<file path="src/rtl/core/sse_sp_pkg.sv">
// Shared types and constants for the SSE stream parser core.
// Holds the item and result structs, result kinds, byte codes and the
// controller/datapath command and status structs. No dependencies.
package sse_sp_pkg;

  typedef struct packed {
    logic       command;
    logic [7:0] byte_in;
  } item_t;

  typedef struct packed {
    logic [2:0] kind;
    logic [7:0] value;
    logic       last;
  } result_t;

  localparam logic [2:0] KIND_OK   = 3'd0;
  localparam logic [2:0] KIND_ERR  = 3'd1;
  localparam logic [2:0] KIND_NAME = 3'd2;
  localparam logic [2:0] KIND_DATA = 3'd3;
  localparam logic [2:0] KIND_END  = 3'd4;

  localparam logic CMD_BYTE   = 1'b0;
  localparam logic CMD_FINISH = 1'b1;

  localparam logic [1:0] FT_NONE   = 2'd0;
  localparam logic [1:0] FT_DATA   = 2'd1;
  localparam logic [1:0] FT_EVENT  = 2'd2;
  localparam logic [1:0] FT_IGNORE = 2'd3;

  localparam logic [7:0] CH_CR    = 8'h0d;
  localparam logic [7:0] CH_LF    = 8'h0a;
  localparam logic [7:0] CH_COLON = 8'h3a;
  localparam logic [7:0] CH_SPACE = 8'h20;

  function automatic logic [7:0] data_char(logic [1:0] idx);
    logic [7:0] ch;
    unique case (idx)
      2'd0: ch = 8'h64;
      2'd1: ch = 8'h61;
      2'd2: ch = 8'h74;
      2'd3: ch = 8'h61;
    endcase
    return ch;
  endfunction

  function automatic logic [7:0] event_char(logic [2:0] idx);
    logic [7:0] ch;
    unique case (idx)
      3'd0:    ch = 8'h65;
      3'd1:    ch = 8'h76;
      3'd2:    ch = 8'h65;
      3'd3:    ch = 8'h6e;
      3'd4:    ch = 8'h74;
      default: ch = 8'h00;
    endcase
    return ch;
  endfunction

  typedef enum logic [5:0] {
    ST_IDLE      = 6'b000001,
    ST_NAME_RD   = 6'b000010,
    ST_NAME_EMIT = 6'b000100,
    ST_DATA_RD   = 6'b001000,
    ST_DATA_EMIT = 6'b010000,
    ST_END_EMIT  = 6'b100000
  } state_t;

  typedef struct packed {
    logic take;
    logic idx_clear;
    logic name_read;
    logic data_read;
    logic emit_name;
    logic emit_data;
    logic emit_end;
  } dp_cmd_t;

  typedef struct packed {
    logic dispatch;
    logic out_free;
    logic name_done;
    logic data_done;
  } dp_status_t;

endpackage

</file>
<file path="src/rtl/core/sse_stream_parser_core.sv">
// Top level of the SSE stream parser core.
// Joins sse_sp_ctrl and sse_sp_datapath; uses sse_sp_pkg.
//
// Takes one stream byte or finish command per transfer and gives one result
// per item, except at a dispatch, which gives the event name bytes, the data
// bytes without the final newline and an end marker. After an ordinary byte
// the controller stays idle: the next item is taken in the cycle after, as soon
// as the result register is free or being drained. A dispatch with data holds
// off input while the controller reads each buffered byte from RAM and then
// loads it into the result register and then loads the end marker, and longer
// for any stall on the result side. There is no clearing pass after reset.
module sse_stream_parser_core #(
  parameter int DATA_BYTES  = 48,
  parameter int NAME_BYTES  = 16,
  parameter int FIELD_BYTES = 8
) (
  input  logic                clk,
  input  logic                rst,
  input  logic                item_valid,
  output logic                item_stall,
  input  sse_sp_pkg::item_t   item,
  output logic                result_valid,
  input  logic                result_stall,
  output sse_sp_pkg::result_t result
);

  sse_sp_pkg::dp_cmd_t    cmd;
  sse_sp_pkg::dp_status_t status;
  logic                   busy;

  sse_sp_ctrl u_ctrl (
    .clk        (clk),
    .rst        (rst),
    .item_valid (item_valid),
    .item_stall (item_stall),
    .status     (status),
    .cmd        (cmd),
    .busy       (busy)
  );

  sse_sp_datapath #(
    .DATA_BYTES  (DATA_BYTES),
    .NAME_BYTES  (NAME_BYTES),
    .FIELD_BYTES (FIELD_BYTES)
  ) u_datapath (
    .clk          (clk),
    .rst          (rst),
    .item         (item),
    .cmd          (cmd),
    .status       (status),
    .result_valid (result_valid),
    .result_stall (result_stall),
    .result       (result)
  );

  a_last_when_idle: assert property (@(posedge clk) disable iff (rst)
    result_valid && !result_stall && result.last |-> !busy)
    else $error("final result transferred while dispatch still active");

  a_no_take_when_busy: assert property (@(posedge clk) disable iff (rst)
    item_valid && !item_stall |-> !busy && (!result_valid || !result_stall) == 1'b0
      || !busy)
    else $error("item transfer during dispatch");

  a_data_not_last: assert property (@(posedge clk) disable iff (rst)
    result_valid && (result.kind == sse_sp_pkg::KIND_DATA ||
                     result.kind == sse_sp_pkg::KIND_NAME) |-> !result.last)
    else $error("buffered byte marked as final result");

  a_end_is_last: assert property (@(posedge clk) disable iff (rst)
    result_valid && result.kind == sse_sp_pkg::KIND_END |-> result.last)
    else $error("end marker not marked as final result");

endmodule

</file>
<file path="src/rtl/core/sse_sp_ram.sv">
// Generic single-write, single-read RAM with registered read data.
// Standalone; used for the data and event name buffers.
module sse_sp_ram #(
  parameter int WIDTH = 8,
  parameter int DEPTH = 16,
  localparam int AW = (DEPTH > 1) ? $clog2(DEPTH) : 1
) (
  input  logic             clk,
  input  logic             wr_en,
  input  logic [AW-1:0]    wr_addr,
  input  logic [WIDTH-1:0] wr_data,
  input  logic             rd_en,
  input  logic [AW-1:0]    rd_addr,
  output logic [WIDTH-1:0] rd_data
);

  logic [WIDTH-1:0] mem [DEPTH];

  always_ff @(posedge clk) begin
    if (wr_en) begin
      mem[wr_addr] <= wr_data;
    end
    if (rd_en) begin
      rd_data <= mem[rd_addr];
    end
  end

endmodule

</file>
<file path="src/rtl/core/sse_sp_ctrl.sv">
// Dispatch controller for the SSE stream parser core.
// Sequences input transfers and event dispatch; uses sse_sp_pkg.
module sse_sp_ctrl (
  input  logic                   clk,
  input  logic                   rst,
  input  logic                   item_valid,
  output logic                   item_stall,
  input  sse_sp_pkg::dp_status_t status,
  output sse_sp_pkg::dp_cmd_t    cmd,
  output logic                   busy
);

  sse_sp_pkg::state_t state, state_next;

  assign busy       = (state != sse_sp_pkg::ST_IDLE);
  assign item_stall = busy || !status.out_free;

  always_comb begin
    state_next = state;
    cmd        = '0;
    unique case (state)
      sse_sp_pkg::ST_IDLE: begin
        if (item_valid && status.out_free) begin
          cmd.take = 1'b1;
          if (status.dispatch) begin
            cmd.idx_clear = 1'b1;
            state_next    = sse_sp_pkg::ST_NAME_RD;
          end
        end
      end
      sse_sp_pkg::ST_NAME_RD: begin
        if (status.name_done) begin
          cmd.idx_clear = 1'b1;
          state_next    = sse_sp_pkg::ST_DATA_RD;
        end else begin
          cmd.name_read = 1'b1;
          state_next    = sse_sp_pkg::ST_NAME_EMIT;
        end
      end
      sse_sp_pkg::ST_NAME_EMIT: begin
        if (status.out_free) begin
          cmd.emit_name = 1'b1;
          state_next    = sse_sp_pkg::ST_NAME_RD;
        end
      end
      sse_sp_pkg::ST_DATA_RD: begin
        if (status.data_done) begin
          state_next = sse_sp_pkg::ST_END_EMIT;
        end else begin
          cmd.data_read = 1'b1;
          state_next    = sse_sp_pkg::ST_DATA_EMIT;
        end
      end
      sse_sp_pkg::ST_DATA_EMIT: begin
        if (status.out_free) begin
          cmd.emit_data = 1'b1;
          state_next    = sse_sp_pkg::ST_DATA_RD;
        end
      end
      sse_sp_pkg::ST_END_EMIT: begin
        if (status.out_free) begin
          cmd.emit_end = 1'b1;
          state_next   = sse_sp_pkg::ST_IDLE;
        end
      end
      default: state_next = sse_sp_pkg::ST_IDLE;
    endcase
  end

  always_ff @(posedge clk) begin
    if (rst) begin
      state <= sse_sp_pkg::ST_IDLE;
    end else begin
      state <= state_next;
    end
  end

endmodule

</file>
<file path="src/rtl/core/sse_sp_datapath.sv">
// Datapath of the SSE stream parser core: line state, field decode,
// data and name buffers, dispatch index and result register.
// Uses sse_sp_pkg and sse_sp_ram.
module sse_sp_datapath #(
  parameter int DATA_BYTES  = 48,
  parameter int NAME_BYTES  = 16,
  parameter int FIELD_BYTES = 8
) (
  input  logic                   clk,
  input  logic                   rst,
  input  sse_sp_pkg::item_t      item,
  input  sse_sp_pkg::dp_cmd_t    cmd,
  output sse_sp_pkg::dp_status_t status,
  output logic                   result_valid,
  input  logic                   result_stall,
  output sse_sp_pkg::result_t    result
);

  localparam int DCW        = $clog2(DATA_BYTES + 1);
  localparam int DAW        = $clog2(DATA_BYTES);
  localparam int NAME_DEPTH = NAME_BYTES - 1;
  localparam int NCW        = $clog2(NAME_BYTES);
  localparam int NAW        = (NAME_DEPTH > 1) ? $clog2(NAME_DEPTH) : 1;
  localparam int FCW        = $clog2(FIELD_BYTES);
  localparam int IW         = (DCW > NCW) ? DCW : NCW;

  logic [DCW-1:0] data_count, data_count_next;
  logic [NCW-1:0] name_count, name_count_next;
  logic [FCW-1:0] field_count, field_count_next;
  logic [1:0]     field_type, field_type_next;
  logic           field_done, field_done_next;
  logic           skip_space, skip_space_next;
  logic           line_used, line_used_next;
  logic           line_data_seen, line_data_seen_next;
  logic           last_nl, last_nl_next;
  logic           match_data, match_data_next;
  logic           match_event, match_event_next;
  logic [IW-1:0]  rd_idx;
  logic [NCW-1:0] name_len;
  logic [DCW-1:0] data_out_len, data_out_len_next;
  sse_sp_pkg::result_t out_data;
  logic           out_valid;

  logic           data_we, name_we, dispatch, do_close, do_send, data_full;
  logic [7:0]     data_wdata;
  logic [2:0]     kind;
  logic [7:0]     data_rd, name_rd;
  logic [7:0]     ch;
  logic           out_free, out_load;
  sse_sp_pkg::result_t out_next;

  assign ch        = item.byte_in;
  assign data_full = (data_count == DCW'(DATA_BYTES));
  assign out_free  = !out_valid || !result_stall;

  always_comb begin
    data_count_next     = data_count;
    name_count_next     = name_count;
    field_count_next    = field_count;
    field_type_next     = field_type;
    field_done_next     = field_done;
    skip_space_next     = skip_space;
    line_used_next      = line_used;
    line_data_seen_next = line_data_seen;
    last_nl_next        = last_nl;
    match_data_next     = match_data;
    match_event_next    = match_event;
    data_out_len_next   = data_count - DCW'(last_nl);
    data_we             = 1'b0;
    data_wdata          = ch;
    name_we             = 1'b0;
    dispatch            = 1'b0;
    do_close            = 1'b0;
    do_send             = 1'b0;
    kind                = sse_sp_pkg::KIND_OK;

    if (item.command == sse_sp_pkg::CMD_FINISH) begin
      if (line_used && line_data_seen && data_full) begin
        kind = sse_sp_pkg::KIND_ERR;
      end else begin
        do_close = line_used;
        do_send  = 1'b1;
      end
    end else if (ch == sse_sp_pkg::CH_CR) begin
      kind = sse_sp_pkg::KIND_OK;
    end else if (ch == sse_sp_pkg::CH_LF) begin
      if (!line_used) begin
        do_send = 1'b1;
      end else if (line_data_seen && data_full) begin
        kind = sse_sp_pkg::KIND_ERR;
      end else begin
        do_close = 1'b1;
      end
    end else begin
      line_used_next = 1'b1;
      if (!field_done) begin
        if (ch == sse_sp_pkg::CH_COLON) begin
          field_done_next = 1'b1;
          if (field_count == '0) begin
            field_type_next = sse_sp_pkg::FT_IGNORE;
          end else begin
            skip_space_next = 1'b1;
            if (field_count == FCW'(4) && match_data) begin
              field_type_next = sse_sp_pkg::FT_DATA;
            end else if (field_count == FCW'(5) && match_event) begin
              field_type_next = sse_sp_pkg::FT_EVENT;
            end else begin
              field_type_next = sse_sp_pkg::FT_IGNORE;
            end
          end
        end else if (field_count >= FCW'(FIELD_BYTES - 1)) begin
          field_type_next = sse_sp_pkg::FT_IGNORE;
          field_done_next = 1'b1;
        end else begin
          field_count_next = field_count + FCW'(1);
          match_data_next  = match_data && (field_count < FCW'(4)) &&
                             (ch == sse_sp_pkg::data_char(field_count[1:0]));
          match_event_next = match_event && (field_count < FCW'(5)) &&
                             (ch == sse_sp_pkg::event_char(field_count[2:0]));
        end
      end else if (skip_space && ch == sse_sp_pkg::CH_SPACE) begin
        skip_space_next = 1'b0;
      end else begin
        skip_space_next = 1'b0;
        if (field_type == sse_sp_pkg::FT_DATA) begin
          if (data_full) begin
            kind = sse_sp_pkg::KIND_ERR;
          end else begin
            data_we             = 1'b1;
            data_count_next     = data_count + DCW'(1);
            line_data_seen_next = 1'b1;
            last_nl_next        = 1'b0;
          end
        end else if (field_type == sse_sp_pkg::FT_EVENT) begin
          if (name_count != NCW'(NAME_BYTES - 1)) begin
            name_we         = 1'b1;
            name_count_next = name_count + NCW'(1);
          end
        end
      end
    end

    if (do_close) begin
      if (line_data_seen) begin
        data_we           = 1'b1;
        data_wdata        = sse_sp_pkg::CH_LF;
        data_count_next   = data_count + DCW'(1);
        last_nl_next      = 1'b1;
        data_out_len_next = data_count;
      end
      field_count_next    = '0;
      field_type_next     = sse_sp_pkg::FT_NONE;
      field_done_next     = 1'b0;
      skip_space_next     = 1'b0;
      line_used_next      = 1'b0;
      line_data_seen_next = 1'b0;
      match_data_next     = 1'b1;
      match_event_next    = 1'b1;
    end

    if (do_send) begin
      name_count_next = '0;
      if (data_count != '0) begin
        dispatch        = 1'b1;
        data_count_next = '0;
        last_nl_next    = 1'b0;
      end
    end
  end

  assign status.dispatch  = dispatch;
  assign status.out_free  = out_free;
  assign status.name_done = (rd_idx == IW'(name_len));
  assign status.data_done = (rd_idx == IW'(data_out_len));

  sse_sp_ram #(.WIDTH(8), .DEPTH(DATA_BYTES)) u_data_ram (
    .clk     (clk),
    .wr_en   (cmd.take && data_we),
    .wr_addr (data_count[DAW-1:0]),
    .wr_data (data_wdata),
    .rd_en   (cmd.data_read),
    .rd_addr (rd_idx[DAW-1:0]),
    .rd_data (data_rd)
  );

  sse_sp_ram #(.WIDTH(8), .DEPTH(NAME_DEPTH)) u_name_ram (
    .clk     (clk),
    .wr_en   (cmd.take && name_we),
    .wr_addr (name_count[NAW-1:0]),
    .wr_data (ch),
    .rd_en   (cmd.name_read),
    .rd_addr (rd_idx[NAW-1:0]),
    .rd_data (name_rd)
  );

  always_comb begin
    out_load = 1'b0;
    out_next = '{kind: sse_sp_pkg::KIND_OK, value: 8'h00, last: 1'b1};
    if (cmd.take && !dispatch) begin
      out_load      = 1'b1;
      out_next.kind = kind;
    end else if (cmd.emit_name) begin
      out_load = 1'b1;
      out_next = '{kind: sse_sp_pkg::KIND_NAME, value: name_rd, last: 1'b0};
    end else if (cmd.emit_data) begin
      out_load = 1'b1;
      out_next = '{kind: sse_sp_pkg::KIND_DATA, value: data_rd, last: 1'b0};
    end else if (cmd.emit_end) begin
      out_load      = 1'b1;
      out_next.kind = sse_sp_pkg::KIND_END;
    end
  end

  always_ff @(posedge clk) begin
    if (rst) begin
      data_count     <= '0;
      name_count     <= '0;
      field_count    <= '0;
      field_type     <= sse_sp_pkg::FT_NONE;
      field_done     <= 1'b0;
      skip_space     <= 1'b0;
      line_used      <= 1'b0;
      line_data_seen <= 1'b0;
      last_nl        <= 1'b0;
      match_data     <= 1'b1;
      match_event    <= 1'b1;
      rd_idx         <= '0;
      out_valid      <= 1'b0;
    end else begin
      if (cmd.take) begin
        data_count     <= data_count_next;
        name_count     <= name_count_next;
        field_count    <= field_count_next;
        field_type     <= field_type_next;
        field_done     <= field_done_next;
        skip_space     <= skip_space_next;
        line_used      <= line_used_next;
        line_data_seen <= line_data_seen_next;
        last_nl        <= last_nl_next;
        match_data     <= match_data_next;
        match_event    <= match_event_next;
      end
      if (cmd.idx_clear) begin
        rd_idx <= '0;
      end else if (cmd.emit_name || cmd.emit_data) begin
        rd_idx <= rd_idx + IW'(1);
      end
      if (out_load) begin
        out_valid <= 1'b1;
      end else if (!result_stall) begin
        out_valid <= 1'b0;
      end
    end
  end

  always_ff @(posedge clk) begin
    if (cmd.take && dispatch) begin
      name_len     <= name_count;
      data_out_len <= data_out_len_next;
    end
    if (out_load) begin
      out_data <= out_next;
    end
  end

  assign result_valid = out_valid;
  assign result       = out_data;

endmodule
</file>
<file path="config.mk">
export PLATFORM = sky130hd
export DESIGN_NAME = sse_stream_parser_core
export DESIGN_NICKNAME = d
export VERILOG_FILES = /design/src/rtl/core/sse_sp_pkg.sv /design/src/rtl/core/sse_stream_parser_core.sv /design/src/rtl/core/sse_sp_ram.sv /design/src/rtl/core/sse_sp_ctrl.sv /design/src/rtl/core/sse_sp_datapath.sv
export SDC_FILE = /design/constraint.sdc
export NUM_CORES = 1
export LEC_CHECK = 0
export ABC_CLOCK_PERIOD_IN_PS = 6460
export BUFFER_PORTS_ARGS = -buffer_cell sky130_fd_sc_hd__buf_2
export CORE_ASPECT_RATIO = 1.4
export CORE_UTILIZATION = 56
export DETAILED_ROUTE_END_ITERATION = 16
export GPL_TIMING_DRIVEN = 0
export PLACE_DENSITY = 0.74
export RECOVER_POWER = 50
export SLEW_MARGIN = 0
export SYNTH_ARGS = -nofsm -noshare
export SYNTH_HDL_FRONTEND = slang
export SYNTH_SLANG_ARGS = --single-unit
</file>
<file path="constraint.sdc">
create_clock -name clk -period 6.46 [get_ports clk]
set_input_delay 0.969 -clock clk [delete_from_list [all_inputs] [get_ports clk]]
set_output_delay 0.969 -clock clk [all_outputs]
set_load 0.03 [all_outputs]
</file>
==> results by group, run 1 <==
Status
  – Status: finished with violations
  – Failing checks: capacitance limit, slew limit

Setup path
  – Crit start category: primary input
  – Critical path, cell by cell: clkbuf_1, and4bb_1, a31oi_1, nor3_1, o21ai_0, clkbuf_1, or4_1, clkbuf_1, nor2_1
  – Worst EP arrival: 4.98 ns
  – Reg2Reg Depth: 6
  – Most frequent CP cell: clkbuf_1
  – Critical Path Stages: 9
  – Worst setup path class: primary input to register
  – Max FO, Critical Path: 23
  – CP bufs+invs: 3
  – Data required, critical path: 6.66 ns
  – Slowest stage cell, crit path: clkbuf_1
  – CP max stage delay: around 0.8 ns
  – Crit. End Element: register
  – Crit-path leading delay family: simple AND/OR/NAND/NOR gates

Global route
  – First-pass GRT wire length: ~79000 um
  – Largest net degree at the start of global routing: just under 50
  – Initial antenna violation count: 1
  – Vias in the first global route: 12620
  – Total GRT Usage: between 20% and 30%
  – Overflow after GRT: 0

STA
  – Worst Clk Skew: roughly 0.019 ns
  – # setup viols final: 0
  – Final hold violation count: 0
  – Slew headroom: -28.86%
  – F_max: roughly 210 MHz
  – Slew Viols, Final: 82
  – Setup WS post-layout: 1.687 ns
  – Worst-Margin Slew: slightly below 2 ns
  – Minimum clock period: 4.773 ns
  – RSZ-0062 raised after global routing: no
  – TNS Setup: 0 ns
  – Period utilisation layout: 73.88%

Clock tree
  – CTS root buffer: clkbuf_16
  – Total CTS buffers: 49
  – CTS tree: done
  – Hold Buf Count CTS: 0
  – Clock Latency Late Sink: just under 0.6 ns
  – Number of H-tree levels: 2
  – Clk sinks: around 580
  – Post-CTS Resized: 0
  – Bufs on Longest Clock Path: 3
  – Setup Fix Bufs, Post-CTS: 0
  – Worst-path clk slew: 0.06 ns

Synth
  – Synthesized Nets: between 1000 and 1500
  – Cells after synthesis: around 1300
  – Post-synth top flop: edfxtp_1
  – Number of synthesized flops with an enable pin: ~540
  – Synth area leader: edfxtp_1
  – Distinct cells, synth: between 70 and 80
  – Post-synthesis register bit count: approximately 580
  – Asr flop ratio synth: 0%
  – Post-Syn Area: between 20000 and 25000 um2
  – Post-Syn Area per Cell: 17.95 um2
  – Synth area leaders: edfxtp_1 69%, mux4_2 12%, dfxtp_1 3.0%, nor2_1 1.4%, mux2i_1 0.85%
  – Post-synthesis sequential area ratio: about 72%
  – Top cell type's share of synthesized area: between 60% and 70%
  – Synth Warn #: 0

Place
  – Final Wtd Congestion: around 0.93
  – Pre-CTS WS: approximately 2.2 ns
  – IO buf count: 25
  – Detailed placement HPWL: between 30000 and 40000 um
  – Placed insts: around 1900

Worst hold path
  – Hold WC Path Type: register to register
  – Worst hold path depth: 0

Drt
  – Initial drt markers: 1201
  – WL per Instance: approximately 27 um
  – Drt pass-1 iters: 5
  – Via density: 6.323
  – Met1 Wirelength: ~19000 um
  – DR top layer: met5
  – DR WL met2: ~28000 um
  – Final wirelength: 53100 um
  – DRC viols: 0
  – ANT nets after route: 0
  – Vias: between 10000 and 15000
  – Met3 WL: roughly 3300 um

Finish
  – Layout cells sized above 1: between 10% and 20%
  – Most frequent cells in the layout: 542 x edfxtp_1, 123 x mux4_2, 104 x nor2_1, 85 x clkbuf_1, 49 x clkbuf_16
  – Most common cell after layout, fill and taps aside: edfxtp_1
  – Layout Area Growth over Synthesis: 9.169%
  – Final non-filler cell total: between 1500 and 2000
  – Ant diodes: 0
  – NumNets Final: 1419
  – Final Util: around 62%
  – Fillers: 2914

Pwr
  – Maximum vdd drop: approximately 280 uV
  – Leakage power: between 0.007 and 0.008 uW
  – Final Power: ~7200 uW
  – Pwr Density: 280.0 nW/um2

Floorplanning
  – Full die area: roughly 43000 um2
  – DIE HEIGHT: 244.7 um
  – Core Region: 41290 um2
  – Core Rows: 88
  – I/O pins: 27
  – Starting density of the core: between 50% and 60%
  – Die W: approximately 180 um

Flow run
  – Maxcap violations: 2
[metal layers]
layer | global-route usage (%) | vias to the layer above
met4 | 11.51 | 2
li1 | - | 5444
met1 | 30.71 | 6355
met3 | 3.702 | 139
met2 | 45.62 | 523
met5 | 0 | -
[flip-flops by register name, summed over array words and instances (netlist names), 2 cells and up]
| register | count |
|---|---|
| u_ctrl.state | 6 |
| u_datapath.data_count | 6 |
| u_datapath.data_out_len | 6 |
| u_datapath.field_count | 3 |
| u_datapath.field_type | 2 |
| u_datapath.name_count | 4 |
| u_datapath.name_len | 4 |
| u_datapath.rd_idx | 6 |
| u_datapath.result | 12 |
| u_datapath.u_data_ram.mem | 384 |
| u_datapath.u_data_ram.rd_data | 8 |
| u_datapath.u_name_ram.mem | 120 |
| u_datapath.u_name_ram.rd_data | 8 |
[cell families (layout without fill, tap and decap cells)]
kind of cell | after synthesis | after routing | synth area share, %
flops | 577 | 577 | 72.07
simple gates | 293 | 293 | 6.656
fa+ha+maj | 15 | 15 | 0.7968
xor+xnor | 25 | 25 | 0.9296
buf+inv | 93 | 212 | 1.870
compound gates | 165 | 165 | 5.015
mux | 144 | 144 | 12.66
[worst paths after layout]
kind                                         startpoint                                         end  slack (ns)
setup / recovery                                item[1]  u_datapath.u_data_ram.mem[34][2]$_DFFE_PP_        1.69
hold / removal    u_datapath.name_count[2]$_SDFFE_PP0P_            u_datapath.name_len[2]$_DFFE_PP_        0.43
setup reg to reg      u_datapath.rd_idx[0]$_SDFFE_PP0N_  u_datapath.u_data_ram.rd_data[6]$_DFFE_PP_        2.26
hold reg to reg   u_datapath.name_count[2]$_SDFFE_PP0P_            u_datapath.name_len[2]$_DFFE_PP_        0.43
[power breakdown]
part	total [uW]	switching (uW)	internal (uW)
registers	4120	15.9	4100
clock network	2850	1290	1570
logic	229	179	50.5
[cell usage after synthesis (9+ instances only)]
cell type / instances
a211oi_1: 17
a21oi_1: 38
a22o_1: 14
a22oi_1: 15
and2_1: 9
buf_2: 21
clkbuf_1: 36
dfxtp_1: 35
edfxtp_1: 542
ha_1: 15
inv_1: 18
mux2i_1: 20
mux4_2: 123
nand2_1: 47
nand2b_1: 15
nand3_1: 18
nor2_1: 90
nor2_2: 15
nor2b_1: 20
nor3_1: 21
nor4_1: 9
o211ai_1: 10
o21ai_0: 20
o22ai_1: 9
or3_1: 9
xnor2_1: 14
xor2_1: 11
[through the flow]
stage          hold WS, ns  instance area [um2]
6_report            0.4348                25710
5_1_grt             0.4533                25710
4_1_cts             0.4367                25940
3_5_place_dp        0.4192                24410
3_3_place_gp        0.4195                24350
2_1_floorplan       0.4064                23550
[layout make-up]
cell class / instances / area (um2) / area share, %
Inverter: 18 / 67.56 / 0.2628
Buffer: 75 / 325.3 / 1.265
Tap cell: 540 / 675.6 / 2.628
Multi-Input combinational cell: 642 / 6026 / 23.43
Clock inverter: 30 / 261.5 / 1.017
Sequential cell: 577 / 16980 / 66.02
Timing Repair Buffer: 28 / 110.1 / 0.4282
Clock buffer: 61 / 1271 / 4.944
[worst register-to-register path, cell delays in order, from the launching register on]
cell	delay, ns
dfxtp_1	0.34
clkbuf_1	0.37
clkbuf_1	0.82
clkbuf_1	0.90
mux4_2	0.63
a221oi_1	0.51
o221ai_1	0.30
Power figures use the tool's default switching activity.
==> run 2: changes to the inputs <==
ABC_CLOCK_PERIOD_IN_PS = 4200   (was 6460)
PLACE_DENSITY = 0.77   (was 0.74)
clock period = 4.2 ns   (was 6.46 ns; I/O delays follow)
==> run 2 against run 1 <==
The run now ends clean. Wire length rose by 1.4%. Clock power is 68% higher. Utilization grew 0.69 points. Register-to-register slack got worse by 1.8 ns. Non-clock buffer count fell by 1. First-iteration DRC count rose by 11%. Power rose by 59%. Critical path depth shrank 3. Final area grew 1.1%. Final cell count shrank 0.15%. Clock skew rose by 0.0075 ns. Die area did not move. Critical path type is now register to register. Largest cell class unchanged. Largest power group unchanged.
==> results by group, run 2 (synthesis results as in run 1) <==
Status
  – Status: complete, no violations (was finished with violations)

Drt
  – Final wirelength: 53850 um (was 53100 um)
  – ANT nets after route: 0 (unchanged)
  – Via density: 6.445 (was 6.323)
  – Drt pass-1 iters: 5 (unchanged)
  – WL per Instance: 27.36 um (was 26.94 um)
  – Met3 WL: 3504 um (was 3304 um)
  – DR WL met2: 28410 um (was 27960 um)
  – DRC viols: 0 (unchanged)
  – Vias: 12680 (was 12460)
  – Initial drt markers: 1333 (was 1201)
  – DR top layer: met4 (was met5)
  – Met1 Wirelength: 18690 um (was 19100 um)

Setup path
  – Flop2flop setup slack: 0.44 ns (was 2.26 ns)
  – Worst EP arrival: 4.03 ns (was 4.98 ns)
  – Reg2Reg Depth: 6 (unchanged)
  – Max FO, Critical Path: 10 (was 23)
  – CP max stage delay: 0.96 ns (was 0.79 ns)
  – Crit. End Element: register (unchanged)
  – Reg-to-reg critical path startpoint: u_datapath.rd_idx[0]$_SDFFE_PP0N_ (unchanged)
  – Slowest stage cell, crit path: clkbuf_1 (unchanged)
  – Reg-to-reg endpoint: u_datapath.u_data_ram.rd_data[6]$_DFFE_PP_ (unchanged)
  – Critical path, cell by cell: buf_2, buf_2, clkbuf_1, mux4_2, a221oi_1, o221ai_1 (was clkbuf_1, and4bb_1, a31oi_1, nor3_1, o21ai_0, clkbuf_1, or4_1, clkbuf_1, nor2_1)
  – Worst setup endpoint: u_datapath.u_data_ram.rd_data[6]$_DFFE_PP_ (was u_datapath.u_data_ram.mem[34][2]$_DFFE_PP_)
  – Crit-path leading delay family: buffers and inverters (was simple AND/OR/NAND/NOR gates)
  – Critical path launch point: u_datapath.rd_idx[0]$_SDFFE_PP0N_ (was item[1])
  – Data required, critical path: 4.47 ns (was 6.66 ns)
  – Most frequent CP cell: buf_2 (was clkbuf_1)
  – CP bufs+invs: 3 (unchanged)
  – Critical Path Stages: 6 (was 9)
  – Worst setup path class: register to register (was primary input to register)
  – Crit start category: register (was primary input)

Finish
  – Biggest register: u_datapath.u_data_ram.mem (unchanged)
  – Flip-flop and latch area: 16980 um2 (unchanged)
  – Layout Area Growth over Synthesis: 10.38% (was 9.169%)
  – Layout cells sized above 1: 18.00% (was 16.28%)
  – Most common cell after layout, fill and taps aside: edfxtp_1 (unchanged)
  – Final non-filler cell total: 1968 (was 1971)
  – Ant diodes: 0 (unchanged)
  – Most frequent cells in the layout: 542 x edfxtp_1, 123 x mux4_2, 102 x nor2_1, 70 x clkbuf_1, 50 x clkbuf_16 (was 542 x edfxtp_1, 123 x mux4_2, 104 x nor2_1, 85 x clkbuf_1, 49 x clkbuf_16)
  – Area of the multi-input gates: 6088 um2 (was 6026 um2)
  – NumNets Final: 1418 (was 1419)
  – Largest register FFs: 384 (unchanged)
  – Fillers: 2829 (was 2914)
  – Finished Cell Area: 26000 um2 (was 25710 um2)
  – Final Util: 62.97% (was 62.28%)

Pwr
  – P_sw: 2343 uW (was 1481 uW)
  – Sw frac: 20.40% (was 20.57%)
  – Pwr Density: 441.7 nW/um2 (was 280.0 nW/um2)
  – Combinational group share of total power: 3.1% (was 3.2%)
  – Leakage power: 0.007916 uW (was 0.007774 uW)
  – Clock group share of total power: 41.7% (was 39.6%)
  – Maximum vdd drop: 377.2 uV (was 284.4 uV)
  – Pint: 9142 uW (was 5720 uW)
  – Sequential Power Share: 55.2% (was 57.2%)

Floorplanning
  – I/O pins: 27 (unchanged)
  – Core Region: 41290 um2 (unchanged)
  – DIE HEIGHT: 244.7 um (unchanged)
  – Full die area: 42900 um2 (unchanged)
  – Starting density of the core: 57.05% (unchanged)
  – Die W: 175.3 um (unchanged)
  – Core Rows: 88 (unchanged)

STA
  – Fin Hold WS: 0.4482 ns (was 0.4348 ns)
  – TNS Setup: 0 ns (unchanged)
  – Final hold violation count: 0 (unchanged)
  – Slew Viols, Final: 0 (was 82)
  – F_max: 266.2 MHz
  – # setup viols final: 0 (unchanged)
  – Minimum clock period: ~3.8 ns
  – Worst Clk Skew: 0.02673 ns (was 0.01922 ns)
  – Worst-Margin Slew: 1.392 ns (was 1.933 ns)
  – Period utilisation layout: roughly nine tenths
  – Slew headroom: 6.517% (was -28.86%)
  – RSZ-0062 raised after global routing: no (unchanged)

Global route
  – First-pass GRT wire length: 80210 um (was 79210 um)
  – Initial antenna violation count: 0 (was 1)
  – Vias in the first global route: 12770 (was 12620)
  – Total GRT Usage: 25.82% (was 25.56%)
  – Largest net degree at the start of global routing: 49 (unchanged)
  – Overflow after GRT: 0 (unchanged)

Clock tree
  – Total CTS buffers: 49 (unchanged)
  – Worst-path clk slew: 0.07 ns (was 0.06 ns)
  – Bufs on Longest Clock Path: 3 (unchanged)
  – CTS root buffer: clkbuf_16 (unchanged)
  – Clk sinks: 577 (unchanged)
  – Setup Fix Bufs, Post-CTS: 0 (unchanged)
  – Clock Latency Late Sink: 0.59 ns (was 0.58 ns)
  – Post-CTS Resized: 0 (unchanged)
  – Hold Buf Count CTS: 0 (unchanged)
  – CTS tree: done (unchanged)
  – Number of H-tree levels: 2 (unchanged)

Place
  – Placed Area: 24410 um2 (about the same)
  – Final Wtd Congestion: 0.9344 (was 0.9321)
  – Placed insts: 1879 (unchanged)
  – IO buf count: 25 (unchanged)
  – Detailed placement HPWL: 35600 um (was 35930 um)

Flow run
  – Maxcap violations: 0 (was 2)

Worst hold path
  – Hold WC Path Type: register to register (unchanged)
-- run 2: cell types whose count changed in the layout (fill, tap and decap cells not counted), moves of 3 or more --
cell | previous run | this run
clkbuf_1 | 85 | 70
buf_6 | 2 | 7
bufinv_16 | 4 | 9
buf_2 | 17 | 21
clkinv_2 | 11 | 7
clkinv_1 | 11 | 8
-- run 2: worst register-to-register path, stage by stage, from the launching register on --
cell	delay (ns)
dfxtp_1	0.33
buf_2	0.24
buf_2	0.44
clkbuf_1	0.96
mux4_2	0.65
a221oi_1	0.54
o221ai_1	0.29
-- run 2: per-layer routing --
layer,vias to the layer above,track usage (%)
li1,5438,-
met2,630,45.63
met4,0,14.04
met3,155,3.377
met5,-,0
met1,6461,30.65
-- run 2: area by class of cell --
type / instances / share of cell area [%]
clock inverters: 30 / 1.564
multi-input cells: 642 / 23.42
inverters: 18 / 0.2599
repair buffers: 27 / 0.5005
plain buffers: 75 / 1.420
well taps: 540 / 2.599
clock buffers: 59 / 4.942
flip-flops and latches: 577 / 65.30
-- run 2: worst min-delay path by stage --
stage                                                from                                to  cells after the start
finish              u_datapath.name_count[3]$_SDFFE_PP0P_  u_datapath.name_len[3]$_DFFE_PP_                      0
CTS                 u_datapath.name_count[3]$_SDFFE_PP0P_  u_datapath.name_len[3]$_DFFE_PP_                      0
detailed placement  u_datapath.name_count[2]$_SDFFE_PP0P_  u_datapath.name_len[2]$_DFFE_PP_                      0
floorplan           u_datapath.name_count[2]$_SDFFE_PP0P_  u_datapath.name_len[2]$_DFFE_PP_                      0
global route        u_datapath.name_count[2]$_SDFFE_PP0P_  u_datapath.name_len[2]$_DFFE_PP_                      0
global placement    u_datapath.name_count[2]$_SDFFE_PP0P_  u_datapath.name_len[2]$_DFFE_PP_                      0
-- run 2: stage by stage --
step | worst slack (ns) | power [uW]
after floorplan | 1.269 | 6682
after global placement | 0.06612 | 6814
after detailed placement | 0.3414 | 6836
after CTS | 0.6931 | 11530
after global routing | 0.2820 | 11740
final | 0.4441 | 11480
-- run 2: power by group through the flow --
stage / Clock (uW) / Sequential (uW) / Combinational, uW
2_1_floorplan: 0 / 6490 / 195
3_3_place_gp: 0 / 6460 / 351
3_5_place_dp: 0 / 6460 / 377
4_1_cts: 4820 / 6330 / 379
5_1_grt: 5020 / 6340 / 385
6_report: 4790 / 6340 / 359
==> run 3: changes to the inputs <==
==> constraint.sdc (replaced) <==
create_clock -name clk -period 4.2 [get_ports clk]
set_input_delay 0.84 -clock clk [delete_from_list [all_inputs] [get_ports clk]]
set_output_delay 0.84 -clock clk [all_outputs]
set_load 0.03 [all_outputs]
==> run 3 against run 2 <==
The run now ends with capacitance limit left. Largest power group unchanged. Non-clock buffer count did not move. Largest cell class unchanged. Critical endpoint is now u_datapath.u_name_ram.mem[3][1]$_DFFE_PP_. Clock power hardly changed. Sequential share of layout area shrank 0.066 points.
==> results by group, run 3 (synthesis results as in run 1) <==
Status
  – Status: finished with violations (was complete, no violations)
  – Failing checks: capacitance limit

Pwr
  – Pwr Density: 441.1 nW/um2 (was 441.7 nW/um2)
  – Sequential Power Share: 55.2% (about the same)
  – Leakage power: 0.007932 uW (was 0.007916 uW)
  – Combinational group share of total power: 3.2% (was 3.1%)
  – P_sw: 2331 uW (was 2343 uW)
  – Clock group share of total power: 41.6% (was 41.7%)
  – Maximum vdd drop: 379.5 uV (was 377.2 uV)
  – Sw frac: 20.31% (was 20.40%)
  – Pint: 9148 uW (was 9142 uW)

Place
  – Final Wtd Congestion: 0.9344 (unchanged)
  – Detailed placement HPWL: 35600 um (unchanged)
  – Pre-CTS WS: 0.1314 ns (was 0.3414 ns)
  – IO buf count: 25 (unchanged)

Setup path
  – Crit start category: primary input (was register)
  – CP bufs+invs: 1 (was 3)
  – CP max stage delay: 1.16 ns (was 0.96 ns)
  – Crit. End Element: register (unchanged)
  – Data required, critical path: 4.37 ns (was 4.47 ns)
  – Worst setup path class: primary input to register (was register to register)
  – Critical path, cell by cell: clkbuf_1, nor2_1, o2111a_1, nor4_2, nand2_1, nor3_1 (was buf_2, buf_2, clkbuf_1, mux4_2, a221oi_1, o221ai_1)
  – Max FO, Critical Path: 23 (was 10)
  – Slowest stage cell, crit path: nor3_1 (was clkbuf_1)
  – Worst EP arrival: 3.99 ns (was 4.03 ns)
  – Crit-path leading delay family: simple AND/OR/NAND/NOR gates (was buffers and inverters)

Clock tree
  – Worst-path clk slew: 0.07 ns (about the same)
  – Clk sinks: 577 (unchanged)
  – Total CTS buffers: 49 (unchanged)
  – CTS root buffer: clkbuf_16 (unchanged)
  – Clock Latency Late Sink: 0.59 ns (about the same)
  – Setup Fix Bufs, Post-CTS: 0 (unchanged)
  – Hold Buf Count CTS: 0 (unchanged)
  – Bufs on Longest Clock Path: 3 (unchanged)
  – Number of H-tree levels: 2 (unchanged)
  – Post-CTS Resized: 0 (unchanged)
  – CTS tree: done (unchanged)

STA
  – Worst-Margin Slew: 1.459 ns (was 1.392 ns)
  – Slew headroom: 1.995% (was 6.517%)
  – RSZ-0062 raised after global routing: no (unchanged)
  – Final hold violation count: 0 (unchanged)
  – # setup viols final: 0 (unchanged)
  – Setup WS post-layout: 0.3867 ns (was 0.4441 ns)
  – Worst Clk Skew: 0.02520 ns (was 0.02673 ns)
  – Minimum clock period: 3.813 ns (was 3.756 ns)
  – Period utilisation layout: 90.79% (was 89.43%)
  – Slew Viols, Final: 0 (unchanged)
  – F_max: 262.2 MHz (was 266.2 MHz)

Floorplanning
  – Starting density of the core: 57.05% (unchanged)
  – Core Region: 41290 um2 (unchanged)
  – DIE HEIGHT: 244.7 um (unchanged)
  – Die W: 175.3 um (unchanged)
  – Full die area: 42900 um2 (unchanged)
  – Core Rows: 88 (unchanged)
  – I/O pins: 27 (unchanged)

Finish
  – Biggest register: u_datapath.u_data_ram.mem (unchanged)
  – NumNets Final: 1418 (unchanged)
  – Fillers: 2829 (unchanged)
  – Most frequent cells in the layout: 542 x edfxtp_1, 123 x mux4_2, 102 x nor2_1, 64 x clkbuf_1, 50 x clkbuf_16 (was 542 x edfxtp_1, 123 x mux4_2, 102 x nor2_1, 70 x clkbuf_1, 50 x clkbuf_16)
  – Layout cells sized above 1: 18.35% (was 18.00%)
  – Flip-flop and latch area: 16980 um2 (unchanged)
  – Most common cell after layout, fill and taps aside: edfxtp_1 (unchanged)
  – Layout Area Growth over Synthesis: 10.49% (was 10.38%)
  – Area of the multi-input gates: 6095 um2 (was 6088 um2)
  – Final Util: 63.03% (was 62.97%)
  – Largest register FFs: 384 (unchanged)

Drt
  – DRC viols: 0 (unchanged)
  – Initial drt markers: 1292 (was 1333)
  – WL per Instance: 27.33 um (was 27.36 um)
  – ANT nets after route: 0 (unchanged)
  – Via density: 6.412 (was 6.445)
  – Final wirelength: 53800 um (was 53850 um)
  – Vias: 12630 (was 12680)
  – Drt pass-1 iters: 5 (unchanged)

Worst hold path
  – Hold WC Path Type: register to register (unchanged)

Global route
  – Initial antenna violation count: 0 (unchanged)
  – Largest net degree at the start of global routing: 49 (unchanged)
  – Met3 usage: 3.377% (unchanged)
  – GR Layer Usage met1: 30.65% (unchanged)
  – First-pass GRT wire length: 80240 um (was 80210 um)
  – Met2 GRT Util: 45.67% (was 45.63%)
  – Vias in the first global route: 12760 (was 12770)
  – Overflow after GRT: 0 (unchanged)
  – Busiest grt layer: met2 (unchanged)
  – Total GRT Usage: 25.81% (was 25.82%)

Flow run
  – Maxcap violations: 1 (was 0)
## run 3: layout make-up
| cell class | instances | share of cell area [%] |
|---|---|---|
| Antenna cell | 1 | 0.009615 |
| Buffer | 75 | 1.418 |
| Clock buffer | 59 | 4.937 |
| Clock inverter | 30 | 1.562 |
| Inverter | 18 | 0.2596 |
| Multi-Input combinational cell | 642 | 23.42 |
| Sequential cell | 577 | 65.23 |
| Tap cell | 540 | 2.596 |
| Timing Repair Buffer | 27 | 0.5673 |
## run 3: layer usage
| metal | wire length (um) | up-vias |
|---|---|---|
| met5 | 0 | - |
| met4 | 3175 | 0 |
| met3 | 3335 | 153 |
| met2 | 28500 | 619 |
| met1 | 18790 | 6423 |
| li1 | - | 5430 |
## run 3: path summary, 6_finish.rpt
check             cells after the start                                  start  slack, ns                                         end
setup reg to reg                      6      u_datapath.rd_idx[0]$_SDFFE_PP0N_       0.43  u_datapath.u_data_ram.rd_data[6]$_DFFE_PP_
setup / recovery                      6                                item[6]       0.39   u_datapath.u_name_ram.mem[3][1]$_DFFE_PP_
hold reg to reg                       0  u_datapath.name_count[3]$_SDFFE_PP0P_       0.45            u_datapath.name_len[3]$_DFFE_PP_
hold / removal                        0  u_datapath.name_count[3]$_SDFFE_PP0P_       0.45            u_datapath.name_len[3]$_DFFE_PP_
## run 3: stage by stage
stage	power (uW)	cell area, um2	TNS [ns]	hold slack [ns]	std cells
floorplan	6682	23550	0	0.4064	1312
global placement	6814	24350	-10.04	0.4167	1877
detailed placement	6836	24410	0	0.4230	1879
CTS	11530	26100	0	0.4529	1968
global route	11750	26020	0	0.4678	1968
finish	11480	26030	0	0.4478	1969
## run 3: power groups by stage
stage                     Combinational, uW  Clock (uW)  Sequential, uW
after floorplan                         195           0            6490
after global placement                  351           0            6460
after detailed placement                377           0            6460
after CTS                               379        4820            6330
after global routing                    396        5020            6330
final                                   369        4770            6340
